===== src/rtl/cpa_pkg.sv =====
`timescale 1ns / 1ps
package cpa_pkg;

  localparam int COORD_W = 16;
  localparam int CNT_W   = $clog2(COORD_W);

  typedef logic [COORD_W-1:0] coord_t;

  // configuration register indexes
  localparam logic REG_PRIME   = 1'b0;
  localparam logic REG_CURVE_A = 1'b1;

  localparam coord_t PRIME_RESET   = COORD_W'(23);
  localparam coord_t CURVE_A_RESET = COORD_W'(1);
  localparam coord_t PRIME_MIN     = COORD_W'(2);

  typedef struct packed {
    coord_t first_x;
    coord_t first_y;
    coord_t second_x;
    coord_t second_y;
  } in_item_t;

  typedef struct packed {
    coord_t sum_x;
    coord_t sum_y;
    logic   at_infinity;
  } out_item_t;

  typedef enum logic [1:0] {
    ALU_ADD,
    ALU_SUB,
    ALU_MUL,
    ALU_DIV
  } alu_op_t;

  typedef struct packed {
    logic    start;
    alu_op_t op;
    coord_t  a;
    coord_t  b;
  } alu_req_t;

  typedef struct packed {
    logic   busy;
    logic   done;
    coord_t acc;
    coord_t quo;
  } alu_resp_t;

  typedef enum logic [4:0] {
    ST_IDLE,
    ST_RED_X1,
    ST_RED_Y1,
    ST_RED_X2,
    ST_RED_Y2,
    ST_RED_A,
    ST_CMP,
    ST_DBL_SQ,
    ST_DBL_2,
    ST_DBL_3,
    ST_DBL_A,
    ST_DBL_DEN,
    ST_CH_DY,
    ST_CH_DX,
    ST_EU_CHK,
    ST_EU_DIV,
    ST_EU_MUL,
    ST_EU_SUB,
    ST_SLOPE,
    ST_X3_SQ,
    ST_X3_S1,
    ST_X3_S2,
    ST_Y3_D,
    ST_Y3_M,
    ST_Y3_S,
    ST_DONE
  } state_t;

  // (a + b) mod m for a, b < m
  function automatic coord_t add_mod(coord_t a, coord_t b, coord_t m);
    logic [COORD_W:0] s;
    s = {1'b0, a} + {1'b0, b};
    if (s >= {1'b0, m}) begin
      s = s - {1'b0, m};
    end
    return s[COORD_W-1:0];
  endfunction

  // (a - b) mod m for a, b < m; the wrap of the low bits gives a - b + m
  function automatic coord_t sub_mod(coord_t a, coord_t b, coord_t m);
    coord_t d;
    d = a - b;
    if (a < b) begin
      d = d + m;
    end
    return d;
  endfunction

endpackage


===== src/rtl/cpa_alu.sv =====
`timescale 1ns / 1ps
module cpa_alu (
  input  logic               clk,
  input  logic               rst_n,
  input  cpa_pkg::coord_t    modulus,
  input  cpa_pkg::alu_req_t  req,
  output cpa_pkg::alu_resp_t resp
);
  import cpa_pkg::*;

  logic             busy_r, busy_nxt;
  logic             done_r, done_nxt;
  alu_op_t          op_r, op_nxt;
  logic [CNT_W-1:0] cnt_r, cnt_nxt;
  coord_t           acc_r, acc_nxt;
  coord_t           opa_r, opa_nxt;
  coord_t           opb_r, opb_nxt;

  logic [COORD_W:0] rem_sh;
  logic [COORD_W:0] rem_diff;
  logic             rem_ge;

  // restoring division step: shift in the next dividend bit, subtract if it fits
  assign rem_sh   = {acc_r, opa_r[COORD_W-1]};
  assign rem_ge   = rem_sh >= {1'b0, opb_r};
  assign rem_diff = rem_sh - {1'b0, opb_r};

  always_comb begin
    busy_nxt = busy_r;
    done_nxt = 1'b0;
    op_nxt   = op_r;
    cnt_nxt  = cnt_r;
    acc_nxt  = acc_r;
    opa_nxt  = opa_r;
    opb_nxt  = opb_r;
    if (req.start) begin
      op_nxt = req.op;
      case (req.op)
        ALU_ADD: begin
          acc_nxt  = add_mod(req.a, req.b, modulus);
          done_nxt = 1'b1;
        end
        ALU_SUB: begin
          acc_nxt  = sub_mod(req.a, req.b, modulus);
          done_nxt = 1'b1;
        end
        default: begin
          acc_nxt  = '0;
          opa_nxt  = req.a;
          opb_nxt  = req.b;
          cnt_nxt  = CNT_W'(COORD_W - 1);
          busy_nxt = 1'b1;
        end
      endcase
    end else if (busy_r) begin
      case (op_r)
        ALU_MUL: begin
          // multiplier LSB first, multiplicand doubles mod m each step
          if (opb_r[0]) begin
            acc_nxt = add_mod(acc_r, opa_r, modulus);
          end
          opa_nxt = add_mod(opa_r, opa_r, modulus);
          opb_nxt = opb_r >> 1;
        end
        default: begin
          acc_nxt = rem_ge ? rem_diff[COORD_W-1:0] : rem_sh[COORD_W-1:0];
          opa_nxt = {opa_r[COORD_W-2:0], rem_ge};
        end
      endcase
      cnt_nxt = cnt_r - CNT_W'(1);
      if (cnt_r == '0) begin
        busy_nxt = 1'b0;
        done_nxt = 1'b1;
      end
    end
  end

  always_ff @(posedge clk) begin
    if (!rst_n) begin
      busy_r <= 1'b0;
      done_r <= 1'b0;
      op_r   <= ALU_ADD;
      cnt_r  <= '0;
    end else begin
      busy_r <= busy_nxt;
      done_r <= done_nxt;
      op_r   <= op_nxt;
      cnt_r  <= cnt_nxt;
    end
  end

  always_ff @(posedge clk) begin
    acc_r <= acc_nxt;
    opa_r <= opa_nxt;
    opb_r <= opb_nxt;
  end

  assign resp.busy = busy_r;
  assign resp.done = done_r;
  assign resp.acc  = acc_r;
  assign resp.quo  = opa_r;

endmodule


===== src/rtl/curve_point_add_mod_p.sv =====
`timescale 1ns / 1ps
// Channel   Ports                          Beat
// input     in_valid, in_stall, in_data     two affine points, one beat per addition
// result    out_valid, out_stall, out_data  sum point or infinity flag
// config    cfg_we, cfg_index, cfg_data     modulus p (index 0), coefficient a (index 1)
//
// One addition at a time through a shared modular unit (add, sub, shift-add multiply,
// restoring divide). Multiply and divide step through all W bits, add and sub do not;
// W = 16. A doubling runs nine multiplies or divides and a chord eight, plus a divide,
// a multiply and a subtract for each Euclid round of the inverse.
// in_stall is high from acceptance until the result is loaded into the output register;
// a waiting result does not block the next beat. rst_n is synchronous; the registers
// reset to p = 23, a = 1.
module curve_point_add_mod_p (
  input  logic               clk,
  input  logic               rst_n,
  input  logic               in_valid,
  output logic               in_stall,
  input  cpa_pkg::in_item_t  in_data,
  output logic               out_valid,
  input  logic               out_stall,
  output cpa_pkg::out_item_t out_data,
  input  logic               cfg_we,
  input  logic               cfg_index,
  input  cpa_pkg::coord_t    cfg_data
);
  import cpa_pkg::*;

  state_t    state_r, state_nxt;
  logic      wait_r, wait_nxt;
  logic      inf_r, inf_nxt;
  logic      out_valid_r, out_valid_nxt;
  out_item_t out_data_r, out_data_nxt;
  coord_t    prime_r, curve_a_r;

  coord_t x1_r, x1_nxt, y1_r, y1_nxt, x2_r, x2_nxt, y2_r, y2_nxt;
  coord_t a_r, a_nxt, num_r, num_nxt, tmp_r, tmp_nxt;
  coord_t r1_r, r1_nxt, r2_r, r2_nxt, t1_r, t1_nxt, t2_r, t2_nxt;
  coord_t q_r, q_nxt, rem_r, rem_nxt, x3_r, x3_nxt, y3_r, y3_nxt;

  alu_req_t  alu_req;
  alu_resp_t alu_resp;
  logic      alu_use;
  logic      alu_cap;
  logic      out_load;
  coord_t    q_mod;

  cpa_alu u_alu (
    .clk     (clk),
    .rst_n   (rst_n),
    .modulus (prime_r),
    .req     (alu_req),
    .resp    (alu_resp)
  );

  // quotient never exceeds p, so q mod p only folds q == p to zero
  assign q_mod    = (q_r == prime_r) ? '0 : q_r;
  assign alu_cap  = wait_r && alu_resp.done;
  assign out_load = (state_r == ST_DONE) && (!out_valid_r || !out_stall);

  always_comb begin
    state_nxt = state_r;
    wait_nxt  = wait_r;
    inf_nxt   = inf_r;
    x1_nxt    = x1_r;
    y1_nxt    = y1_r;
    x2_nxt    = x2_r;
    y2_nxt    = y2_r;
    a_nxt     = a_r;
    num_nxt   = num_r;
    tmp_nxt   = tmp_r;
    r1_nxt    = r1_r;
    r2_nxt    = r2_r;
    t1_nxt    = t1_r;
    t2_nxt    = t2_r;
    q_nxt     = q_r;
    rem_nxt   = rem_r;
    x3_nxt    = x3_r;
    y3_nxt    = y3_r;
    alu_use   = 1'b0;
    alu_req.start = 1'b0;
    alu_req.op    = ALU_ADD;
    alu_req.a     = '0;
    alu_req.b     = '0;

    case (state_r)
      ST_IDLE: begin
        if (in_valid) begin
          x1_nxt  = in_data.first_x;
          y1_nxt  = in_data.first_y;
          x2_nxt  = in_data.second_x;
          y2_nxt  = in_data.second_y;
          inf_nxt = 1'b0;
          if (prime_r < PRIME_MIN) begin
            inf_nxt   = 1'b1;
            state_nxt = ST_DONE;
          end else begin
            state_nxt = ST_RED_X1;
          end
        end
      end
      ST_RED_X1: begin
        alu_use = 1'b1; alu_req.op = ALU_DIV; alu_req.a = x1_r; alu_req.b = prime_r;
        if (alu_cap) begin
          x1_nxt = alu_resp.acc; state_nxt = ST_RED_Y1;
        end
      end
      ST_RED_Y1: begin
        alu_use = 1'b1; alu_req.op = ALU_DIV; alu_req.a = y1_r; alu_req.b = prime_r;
        if (alu_cap) begin
          y1_nxt = alu_resp.acc; state_nxt = ST_RED_X2;
        end
      end
      ST_RED_X2: begin
        alu_use = 1'b1; alu_req.op = ALU_DIV; alu_req.a = x2_r; alu_req.b = prime_r;
        if (alu_cap) begin
          x2_nxt = alu_resp.acc; state_nxt = ST_RED_Y2;
        end
      end
      ST_RED_Y2: begin
        alu_use = 1'b1; alu_req.op = ALU_DIV; alu_req.a = y2_r; alu_req.b = prime_r;
        if (alu_cap) begin
          y2_nxt = alu_resp.acc; state_nxt = ST_RED_A;
        end
      end
      ST_RED_A: begin
        alu_use = 1'b1; alu_req.op = ALU_DIV; alu_req.a = curve_a_r; alu_req.b = prime_r;
        if (alu_cap) begin
          a_nxt = alu_resp.acc; state_nxt = ST_CMP;
        end
      end
      ST_CMP: begin
        if (x1_r == x2_r && y1_r == y2_r) begin
          if (y1_r == '0) begin
            inf_nxt   = 1'b1;
            state_nxt = ST_DONE;
          end else begin
            state_nxt = ST_DBL_SQ;
          end
        end else begin
          state_nxt = ST_CH_DY;
        end
      end
      // tangent slope numerator 3*x^2 + a, denominator 2*y
      ST_DBL_SQ: begin
        alu_use = 1'b1; alu_req.op = ALU_MUL; alu_req.a = x1_r; alu_req.b = x1_r;
        if (alu_cap) begin
          tmp_nxt = alu_resp.acc; state_nxt = ST_DBL_2;
        end
      end
      ST_DBL_2: begin
        alu_use = 1'b1; alu_req.op = ALU_ADD; alu_req.a = tmp_r; alu_req.b = tmp_r;
        if (alu_cap) begin
          num_nxt = alu_resp.acc; state_nxt = ST_DBL_3;
        end
      end
      ST_DBL_3: begin
        alu_use = 1'b1; alu_req.op = ALU_ADD; alu_req.a = num_r; alu_req.b = tmp_r;
        if (alu_cap) begin
          num_nxt = alu_resp.acc; state_nxt = ST_DBL_A;
        end
      end
      ST_DBL_A: begin
        alu_use = 1'b1; alu_req.op = ALU_ADD; alu_req.a = num_r; alu_req.b = a_r;
        if (alu_cap) begin
          num_nxt = alu_resp.acc; state_nxt = ST_DBL_DEN;
        end
      end
      ST_DBL_DEN: begin
        alu_use = 1'b1; alu_req.op = ALU_ADD; alu_req.a = y1_r; alu_req.b = y1_r;
        if (alu_cap) begin
          r1_nxt = prime_r; r2_nxt = alu_resp.acc;
          t1_nxt = '0;      t2_nxt = COORD_W'(1);
          state_nxt = ST_EU_CHK;
        end
      end
      ST_CH_DY: begin
        alu_use = 1'b1; alu_req.op = ALU_SUB; alu_req.a = y2_r; alu_req.b = y1_r;
        if (alu_cap) begin
          num_nxt = alu_resp.acc; state_nxt = ST_CH_DX;
        end
      end
      ST_CH_DX: begin
        alu_use = 1'b1; alu_req.op = ALU_SUB; alu_req.a = x2_r; alu_req.b = x1_r;
        if (alu_cap) begin
          // same x, different y: opposite points
          if (alu_resp.acc == '0) begin
            inf_nxt   = 1'b1;
            state_nxt = ST_DONE;
          end else begin
            r1_nxt = prime_r; r2_nxt = alu_resp.acc;
            t1_nxt = '0;      t2_nxt = COORD_W'(1);
            state_nxt = ST_EU_CHK;
          end
        end
      end
      // extended Euclid, coefficients kept mod p; t1 is the inverse once r2 hits zero
      ST_EU_CHK: begin
        state_nxt = (r2_r == '0) ? ST_SLOPE : ST_EU_DIV;
      end
      ST_EU_DIV: begin
        alu_use = 1'b1; alu_req.op = ALU_DIV; alu_req.a = r1_r; alu_req.b = r2_r;
        if (alu_cap) begin
          q_nxt = alu_resp.quo; rem_nxt = alu_resp.acc; state_nxt = ST_EU_MUL;
        end
      end
      ST_EU_MUL: begin
        alu_use = 1'b1; alu_req.op = ALU_MUL; alu_req.a = q_mod; alu_req.b = t2_r;
        if (alu_cap) begin
          q_nxt = alu_resp.acc; state_nxt = ST_EU_SUB;
        end
      end
      ST_EU_SUB: begin
        alu_use = 1'b1; alu_req.op = ALU_SUB; alu_req.a = t1_r; alu_req.b = q_r;
        if (alu_cap) begin
          t1_nxt = t2_r;  t2_nxt = alu_resp.acc;
          r1_nxt = r2_r;  r2_nxt = rem_r;
          state_nxt = ST_EU_CHK;
        end
      end
      ST_SLOPE: begin
        alu_use = 1'b1; alu_req.op = ALU_MUL; alu_req.a = num_r; alu_req.b = t1_r;
        if (alu_cap) begin
          tmp_nxt = alu_resp.acc; state_nxt = ST_X3_SQ;
        end
      end
      ST_X3_SQ: begin
        alu_use = 1'b1; alu_req.op = ALU_MUL; alu_req.a = tmp_r; alu_req.b = tmp_r;
        if (alu_cap) begin
          x3_nxt = alu_resp.acc; state_nxt = ST_X3_S1;
        end
      end
      ST_X3_S1: begin
        alu_use = 1'b1; alu_req.op = ALU_SUB; alu_req.a = x3_r; alu_req.b = x1_r;
        if (alu_cap) begin
          x3_nxt = alu_resp.acc; state_nxt = ST_X3_S2;
        end
      end
      ST_X3_S2: begin
        alu_use = 1'b1; alu_req.op = ALU_SUB; alu_req.a = x3_r; alu_req.b = x2_r;
        if (alu_cap) begin
          x3_nxt = alu_resp.acc; state_nxt = ST_Y3_D;
        end
      end
      ST_Y3_D: begin
        alu_use = 1'b1; alu_req.op = ALU_SUB; alu_req.a = x1_r; alu_req.b = x3_r;
        if (alu_cap) begin
          y3_nxt = alu_resp.acc; state_nxt = ST_Y3_M;
        end
      end
      ST_Y3_M: begin
        alu_use = 1'b1; alu_req.op = ALU_MUL; alu_req.a = tmp_r; alu_req.b = y3_r;
        if (alu_cap) begin
          y3_nxt = alu_resp.acc; state_nxt = ST_Y3_S;
        end
      end
      ST_Y3_S: begin
        alu_use = 1'b1; alu_req.op = ALU_SUB; alu_req.a = y3_r; alu_req.b = y1_r;
        if (alu_cap) begin
          y3_nxt = alu_resp.acc; state_nxt = ST_DONE;
        end
      end
      ST_DONE: begin
        // hold until the output register is free
        if (out_load) begin
          state_nxt = ST_IDLE;
        end
      end
      default: begin
        state_nxt = ST_IDLE;
      end
    endcase

    alu_req.start = alu_use && !wait_r;
    if (alu_req.start) begin
      wait_nxt = 1'b1;
    end
    if (alu_cap) begin
      wait_nxt = 1'b0;
    end
  end

  always_comb begin
    out_valid_nxt = out_valid_r;
    out_data_nxt  = out_data_r;
    if (out_valid_r && !out_stall) begin
      out_valid_nxt = 1'b0;
    end
    if (out_load) begin
      out_valid_nxt            = 1'b1;
      out_data_nxt.sum_x       = inf_r ? '0 : x3_r;
      out_data_nxt.sum_y       = inf_r ? '0 : y3_r;
      out_data_nxt.at_infinity = inf_r;
    end
  end

  always_ff @(posedge clk) begin
    if (!rst_n) begin
      state_r     <= ST_IDLE;
      wait_r      <= 1'b0;
      out_valid_r <= 1'b0;
      prime_r     <= PRIME_RESET;
      curve_a_r   <= CURVE_A_RESET;
    end else begin
      state_r     <= state_nxt;
      wait_r      <= wait_nxt;
      out_valid_r <= out_valid_nxt;
      if (cfg_we) begin
        case (cfg_index)
          REG_PRIME:   prime_r   <= cfg_data;
          REG_CURVE_A: curve_a_r <= cfg_data;
          default:     ;
        endcase
      end
    end
  end

  always_ff @(posedge clk) begin
    inf_r      <= inf_nxt;
    out_data_r <= out_data_nxt;
    x1_r  <= x1_nxt;
    y1_r  <= y1_nxt;
    x2_r  <= x2_nxt;
    y2_r  <= y2_nxt;
    a_r   <= a_nxt;
    num_r <= num_nxt;
    tmp_r <= tmp_nxt;
    r1_r  <= r1_nxt;
    r2_r  <= r2_nxt;
    t1_r  <= t1_nxt;
    t2_r  <= t2_nxt;
    q_r   <= q_nxt;
    rem_r <= rem_nxt;
    x3_r  <= x3_nxt;
    y3_r  <= y3_nxt;
  end

  assign in_stall  = (state_r != ST_IDLE);
  assign out_valid = out_valid_r;
  assign out_data  = out_data_r;

`ifndef SYNTHESIS
  a_alu_start_idle: assert property (@(posedge clk) disable iff (!rst_n)
    alu_req.start |-> !alu_resp.busy)
    else $error("shared unit started while busy");

  a_accept_leaves_idle: assert property (@(posedge clk) disable iff (!rst_n)
    (in_valid && !in_stall) |=> (state_r != ST_IDLE))
    else $error("accepted beat did not start an addition");

  a_inf_zero: assert property (@(posedge clk) disable iff (!rst_n)
    (out_valid && out_data.at_infinity) |-> (out_data.sum_x == '0 && out_data.sum_y == '0))
    else $error("point at infinity with nonzero coordinates");

  a_sum_reduced: assert property (@(posedge clk) disable iff (!rst_n)
    (out_valid && !out_data.at_infinity) |->
      (out_data.sum_x < prime_r && out_data.sum_y < prime_r))
    else $error("sum not reduced below the modulus");
`endif

endmodule

===== config.mk =====
export PLATFORM = sky130hd
export DESIGN_NAME = curve_point_add_mod_p
export DESIGN_NICKNAME = d
export VERILOG_FILES = /design/src/rtl/cpa_pkg.sv /design/src/rtl/cpa_alu.sv /design/src/rtl/curve_point_add_mod_p.sv
export SDC_FILE = /design/constraint.sdc
export NUM_CORES = 1
export LEC_CHECK = 0
export ABC_CLOCK_PERIOD_IN_PS = 15400
export BUFFER_PORTS_ARGS = -buffer_cell sky130_fd_sc_hd__buf_2
export CAP_MARGIN = 20
export CORE_ASPECT_RATIO = 0.5
export CORE_MARGIN = 2
export CORE_UTILIZATION = 25
export CTS_CLUSTER_SIZE = 24
export DETAILED_ROUTE_END_ITERATION = 6
export RECOVER_POWER = 25
export SETUP_SLACK_MARGIN = 0.3
export SYNTH_ARGS = -nofsm -noshare
export SYNTH_HDL_FRONTEND = slang
export SYNTH_SLANG_ARGS = --single-unit

===== constraint.sdc =====
create_clock -name clk -period 15.4 [get_ports clk]
set_input_delay 0 -clock clk [delete_from_list [all_inputs] [get_ports clk]]
set_output_delay 0 -clock clk [all_outputs]
set_load 0.01 [all_outputs]

======== Word-level counts from Yosys, hierarchy flattened ========
Index checks and enable logic that the tools add are counted.
cells by class
  eq/ne operators ......................... 61
  $add $sub $neg .......................... 10
  magnitude comparators ................... 6
  muxes and demuxes ....................... 99
  bitwise logic cells ..................... 2
  reduce and logical (&&, ||, !) cells .... 53
operator list
  cell                                                                           count
  34-bit one-hot mux with 22 select lines                                        1
  16-bit two-way mux                                                             38
  16-bit one-hot mux with 2 select lines                                         6
  16-bit one-hot mux with 3 select lines                                         4
  5-bit two-way mux                                                              28
  5-bit one-hot mux with 25 select lines                                         1
  16-bit subtractor                                                              5
  17-bit by 16-bit greater-or-equal comparator with 1-bit output                 4
  2-bit inequality test, second input constant                                   29
  16-bit by 16-bit adder with 17-bit output                                      3
  5-bit == test, second input constant                                           10
  16-bit == test                                                                 3
  16-bit zero test                                                               3
  5-bit by 4-bit == test with 1-bit output, second input constant                8
  23-bit AND reduction                                                           1
  22-bit OR reduction                                                            1
  5-bit by 3-bit == test with 1-bit output, second input constant                4
  2-bit AND reduction                                                            10
  3-bit AND reduction                                                            6
  1-bit two-way mux                                                              17
  16-bit adder                                                                   1
  16-bit less-than comparator                                                    1
  16-bit by 2-bit less-than comparator with 1-bit output, second input constant  1
  2-bit nonzero test                                                             8
  23 further kinds                                                               38
word-level totals
  logic and storage cells ................. 262
  register bits after elaboration ......... 369
  output and inout port bits .............. 35
  input port bits ......................... 86

======== Depth between registers and ports, before layout ========
  word-level depth ........................ 8
  depth in mapped cells ................... 31
  gate-level depth less buffers ........... 28

======== By module ========
A second synthesis with hierarchy kept.
second synthesis, totals
  cells, all modules ...................... 2451
  area, all modules ....................... 24593.6 µm²
modules (own cells, without submodules)
  module                 sequential area each (µm²)  area an instance (µm²)  instances  cells an instance
  curve_point_add_mod_p  9008.6                      15322.2                 1          1267
  cpa_alu                1601.5                      9271.4                  1          1184

======== Worst setup path before layout ========
Ideal clock, no wire load.
  kind .................................... reg-to-reg
  start ................................... reg state_r[1]
  end ..................................... reg r1_r[0], enable pin
  required time ........................... 14.756 ns
  clock period less this slack ............ 8.020 ns
  setup slack ............................. 7.380 ns
  arrival time ............................ 7.376 ns
  path buffers ............................ 3
  setup time .............................. 0.644 ns
  cell stages (with the launch flop) ...... 7
  path through ............................ dfxtp_1 -> buf_2 -> buf_2 -> buf_1 -> xor2_1 -> a22oi_1 -> nor4_1
between the ends
  word-level cells in the longest chain between the ends .. 3
  elaborated cells on any way between the ends .. 9
  those cells by class .................... eq/ne (7); reduce/logical (2)
RTL lines
  what                                                                          RTL line                      text
  start, declared                                                               curve_point_add_mod_p.sv:29   state_t state_r, state_nxt;
  start signal, assigned                                                        curve_point_add_mod_p.sv:305  state_r <= state_nxt;
  5-bit by 4-bit == test with 1-bit output or 5-bit == test (tied branches)     curve_point_add_mod_p.sv:86   case (state_r)
  2-bit inequality test (no source line) or 3-bit nonzero test (tied branches)  --
  5-bit AND reduction (no source line) *                                        --
  end signal, assigned                                                          curve_point_add_mod_p.sv:328  r1_r <= r1_nxt;
  end, declared                                                                 curve_point_add_mod_p.sv:38   coord_t r1_r, r1_nxt, r2_r, r2_nxt, t1_r, t1_nxt, t2_r, t2_nxt;
Mark *: on every way between the ends. The rest lies on a longest branch, timed or not.
A chain may end at the register's enable or synchronous reset.

======== Worst setup path after layout ========
  start ................................... reg state_r[0]
  end ..................................... reg u_alu.acc_r[14], data pin
between the ends
  word-level cells in the longest chain between the ends .. 7
  elaborated cells on any way between the ends .. 38
  those cells by class .................... add/sub (4); order compare (2); eq/ne (23); mux (6); reduce/logical (3)
RTL lines
  what                                                                            RTL line                      text
  5-bit == test (tied with other cells)                                           curve_point_add_mod_p.sv:86
  34-bit one-hot mux with 22 select lines                                         curve_point_add_mod_p.sv:86
  16-bit subtractor or 16-bit by 16-bit adder with 17-bit output (tied branches)  cpa_pkg.sv:93, cpa_pkg.sv:83
  16-bit adder (tied with other cells)                                            cpa_pkg.sv:95                 d = d + m;
  16-bit two-way mux (on tied branches)                                           cpa_pkg.sv:94, cpa_pkg.sv:84
  16-bit one-hot mux with 2 select lines                                          cpa_alu.sv:38                 case (req.op)
  16-bit two-way mux *                                                            cpa_alu.sv:36                 if (req.start) begin
  named net u_alu.acc_nxt[14]                                                     cpa_alu.sv:15                 coord_t acc_r, acc_nxt;
  end signal, assigned                                                            cpa_alu.sv:93                 acc_r <= acc_nxt;
  end, declared                                                                   cpa_alu.sv:15
The timed path passes the listed nets; every way through them passes the cells marked *.

==> results by group <==
STA
  – Slew Viols, Final: 280
  – Crit path time final: 8.32 ns
  – Post-Route Skew: 0.0230 ns
  – Period utilization: 0.541
  – Setup slack after layout: 7.08 ns
  – Setup TNS: 0 ns
  – Slew margin rel.: -0.363
  – Slew @ Worst Pin: 2.04 ns
  – Unrepaired setup endpoints after global routing: false
  – Final Hold Fails: 0
  – Fmax: 120 MHz
  – Setup Viol. Count Final: 0

Detailed routing
  – Router iterations before antenna repair: 7
  – Drt drc: 12
  – 1st-iter DRT viols: 3,328
  – DRT antenna net count: 0
  – Vias per cell: 5.69
  – Via count: 22.6k
  – Final Routed Wirelength: 119 mm
  – Wirelength per Cell: 30.2 um

Synth
  – Post-synth cell types: 103
  – Asr flop ratio synth: 0
  – Syn Nets: 2,669
  – Seq cells post-synth: 369
  – Synthesized cell area: 24,400 um2
  – Post-synth EDFFs: 322
  – Syn Area/Cell: 9.99 um2
  – Sequential area share after synthesis: 0.434
  – Cells after Synth: 2,447
  – Prevailing post-synth register cell: edfxtp_1
  – Yosys warnings: 0

Critical path
  – Slowest CP cell: nor3_4
  – CP Class: flip-flop to flip-flop
  – Critical Path Source Type: flip-flop
  – WP data arrival: 8.63 ns
  – R2r startpoint: state_r[0]
  – RR Endpoint: u_alu.acc_r[14]
  – Req. time, crit path: 15.71 ns
  – Critical Path End Type: flip-flop
  – R2R Setup Slk: 7.08 ns
  – CP max stage delay: 0.98 ns
  – Critical path fanouts, max: 35
  – Worst reg2reg path depth: 29

Run status
  – Outcome: finished, violations left
  – Failing checks: design-rule violations, max-capacitance violations, max-slew violations

Cells and area
  – Fill cell count: 10.1k
  – Max reg flops: 33
  – Layout cell share with drive strength beyond 1: 0.134
  – Post-layout util: 0.297
  – Layout overhead on the synthesized area: 18.2%
  – Nets@finish: 2,863

Floorplanning
  – Row count: 81
  – Initial Util: 0.251
  – Core area: 97,300 um2
  – Ports: 121
  – Die width: 446 um
  – Die Y: 225 um
  – Die area: 100,000 um2

CTS
  – CTS tree: built
  – CTS Sinks: 369
  – Root buffer cell: clkbuf_16
  – Clock Path Buffers: 3
  – CTS buffer count: 41
  – CTS H-tree lvls: 2
  – Post_cts resized: 0
  – Clk pin slew, worst setup/hold paths: 0.06 ns
  – Clk_lat worst skew: 0.59 ns

Worst hold path
  – Hold Path End: prime_r[6]
  – Worst Min Path Start: cfg_we
  – Hold Crit Depth: 5
  – Hold WC Path Type: input pin to flip-flop

Placement
  – GPL Wtd Cong: 1.02
  – Dpl hpwl: 88.8 mm
  – # port buffers: 120
  – Dpl ws: 7.25 ns

Flow run
  – Max cap viols: 15

Global routing
  – GRT Total Usage: 0.231
  – Largest net degree at the start of global routing: 71
  – Vias in the first global route: 21.3k
  – Grt ovf: 0
  – First-pass GRT wire length: 165 mm
  – Initial antenna violation count: 7
-- stage by stage --
| step | hold slack, ns | instance area, um2 | instances |
|---|---|---|---|
| 2_1_floorplan | 0.124 | 24400 | 2447 |
| 3_3_place_gp | 0.248 | 26700 | 3791 |
| 3_5_place_dp | 0.256 | 26700 | 3791 |
| 4_1_cts | 0.0324 | 29000 | 3955 |
| 5_1_grt | 0.0916 | 28900 | 3958 |
| 6_report | 0.0557 | 28900 | 3960 |
-- what timing repair did --
item	CTS	global route
hold endpoints to repair	98	0
hold buffers	90	0
setup endpoints to repair	0	0
buffers inserted	0	0
-- worst max-delay path by stage --
stage               startpoint              end  cells after the start
floorplan           state_r[1]          r1_r[0]                      6
global placement    state_r[0]  u_alu.acc_r[14]                     29
detailed placement  state_r[0]  u_alu.acc_r[14]                     29
CTS                 state_r[0]  u_alu.acc_r[14]                     29
global route        state_r[0]  u_alu.acc_r[14]                     29
finish              state_r[0]  u_alu.acc_r[14]                     29
-- cell usage after synthesis (all sizes together) (36+ instances only) --
master,count,area [um2]
nand4,39,244
xnor2,81,709
buf,47,248
a211oi,36,280
xor2,64,561
and3,41,267
inv,98,368
nor2b,60,383
nor3,40,210
nor2,155,589
a21boi,42,315
a22oi,49,368
mux2,84,946
dfxtp,47,941
nand3,42,210
ha,128,1600
o21ai,114,597
nand2,306,1150
a21oi,121,632
edfxtp,322,9670
clkbuf,85,319
-- layout by cell type (no fill, tap or decap), drive strengths merged, types with 24 or more instances in the layout --
master       instances
a211oi              36
a21boi              42
a21o                24
a21oi              121
a221oi              35
a222oi              31
a22o                28
a22oi               49
and3                41
buf                141
clkbuf             100
dfxtp               47
dlygate4sd3         90
edfxtp             322
ha                 128
inv                100
mux2                84
mux2i               33
nand2              306
nand2b              24
nand3               42
nand4               39
nor2               155
nor2b               60
nor3                40
nor4                33
o21ai              114
xnor2               81
xor2                64
-- layer usage --
metal | global-route usage | part of all wire | vias up
met1 | 0.317 | 0.42 | 11306
met4 | 0.113 | 0.054 | 10
met5 | 0 | 0.00054 | -
li1 | - | - | 9584
met2 | 0.339 | 0.42 | 1332
met3 | 0.0566 | 0.11 | 320
-- cell type report --
type | count | area, um2 | area share
Clock inverter | 26 | 259 | 0.00896
Inverter | 99 | 372 | 0.0129
Multi-Input combinational cell | 1847 | 13000 | 0.450
Tap cell | 1286 | 1610 | 0.0557
Clock buffer | 48 | 1100 | 0.0379
Timing Repair Buffer | 283 | 1950 | 0.0675
Antenna cell | 2 | 5.00 | 0.000173
Sequential cell | 369 | 10600 | 0.367
-- cells by family after synthesis --
logic type	synth area share
AND/OR/NAND/NOR	0.155
AO/OA/AOI/OAI	0.196
flip-flops	0.434
buffers and inverters	0.0384
XOR/XNOR	0.0520
adder cells (fa/ha/maj)	0.0725
multiplexers	0.0522
-- critical path, delay by kind of cell, from the launching register on --
kind	cells	cell delay, ns
adder cells (fa/ha/maj)	2	0.80
XOR/XNOR	1	0.23
flip-flops	1	0.31
AND/OR/NAND/NOR	10	3.01
AO/OA/AOI/OAI	12	2.48
buffers and inverters	4	1.17
Power is left out: the tool's default activity adds up to more than one toggle a clock period on the data nets, which glitch-free logic cannot reach.
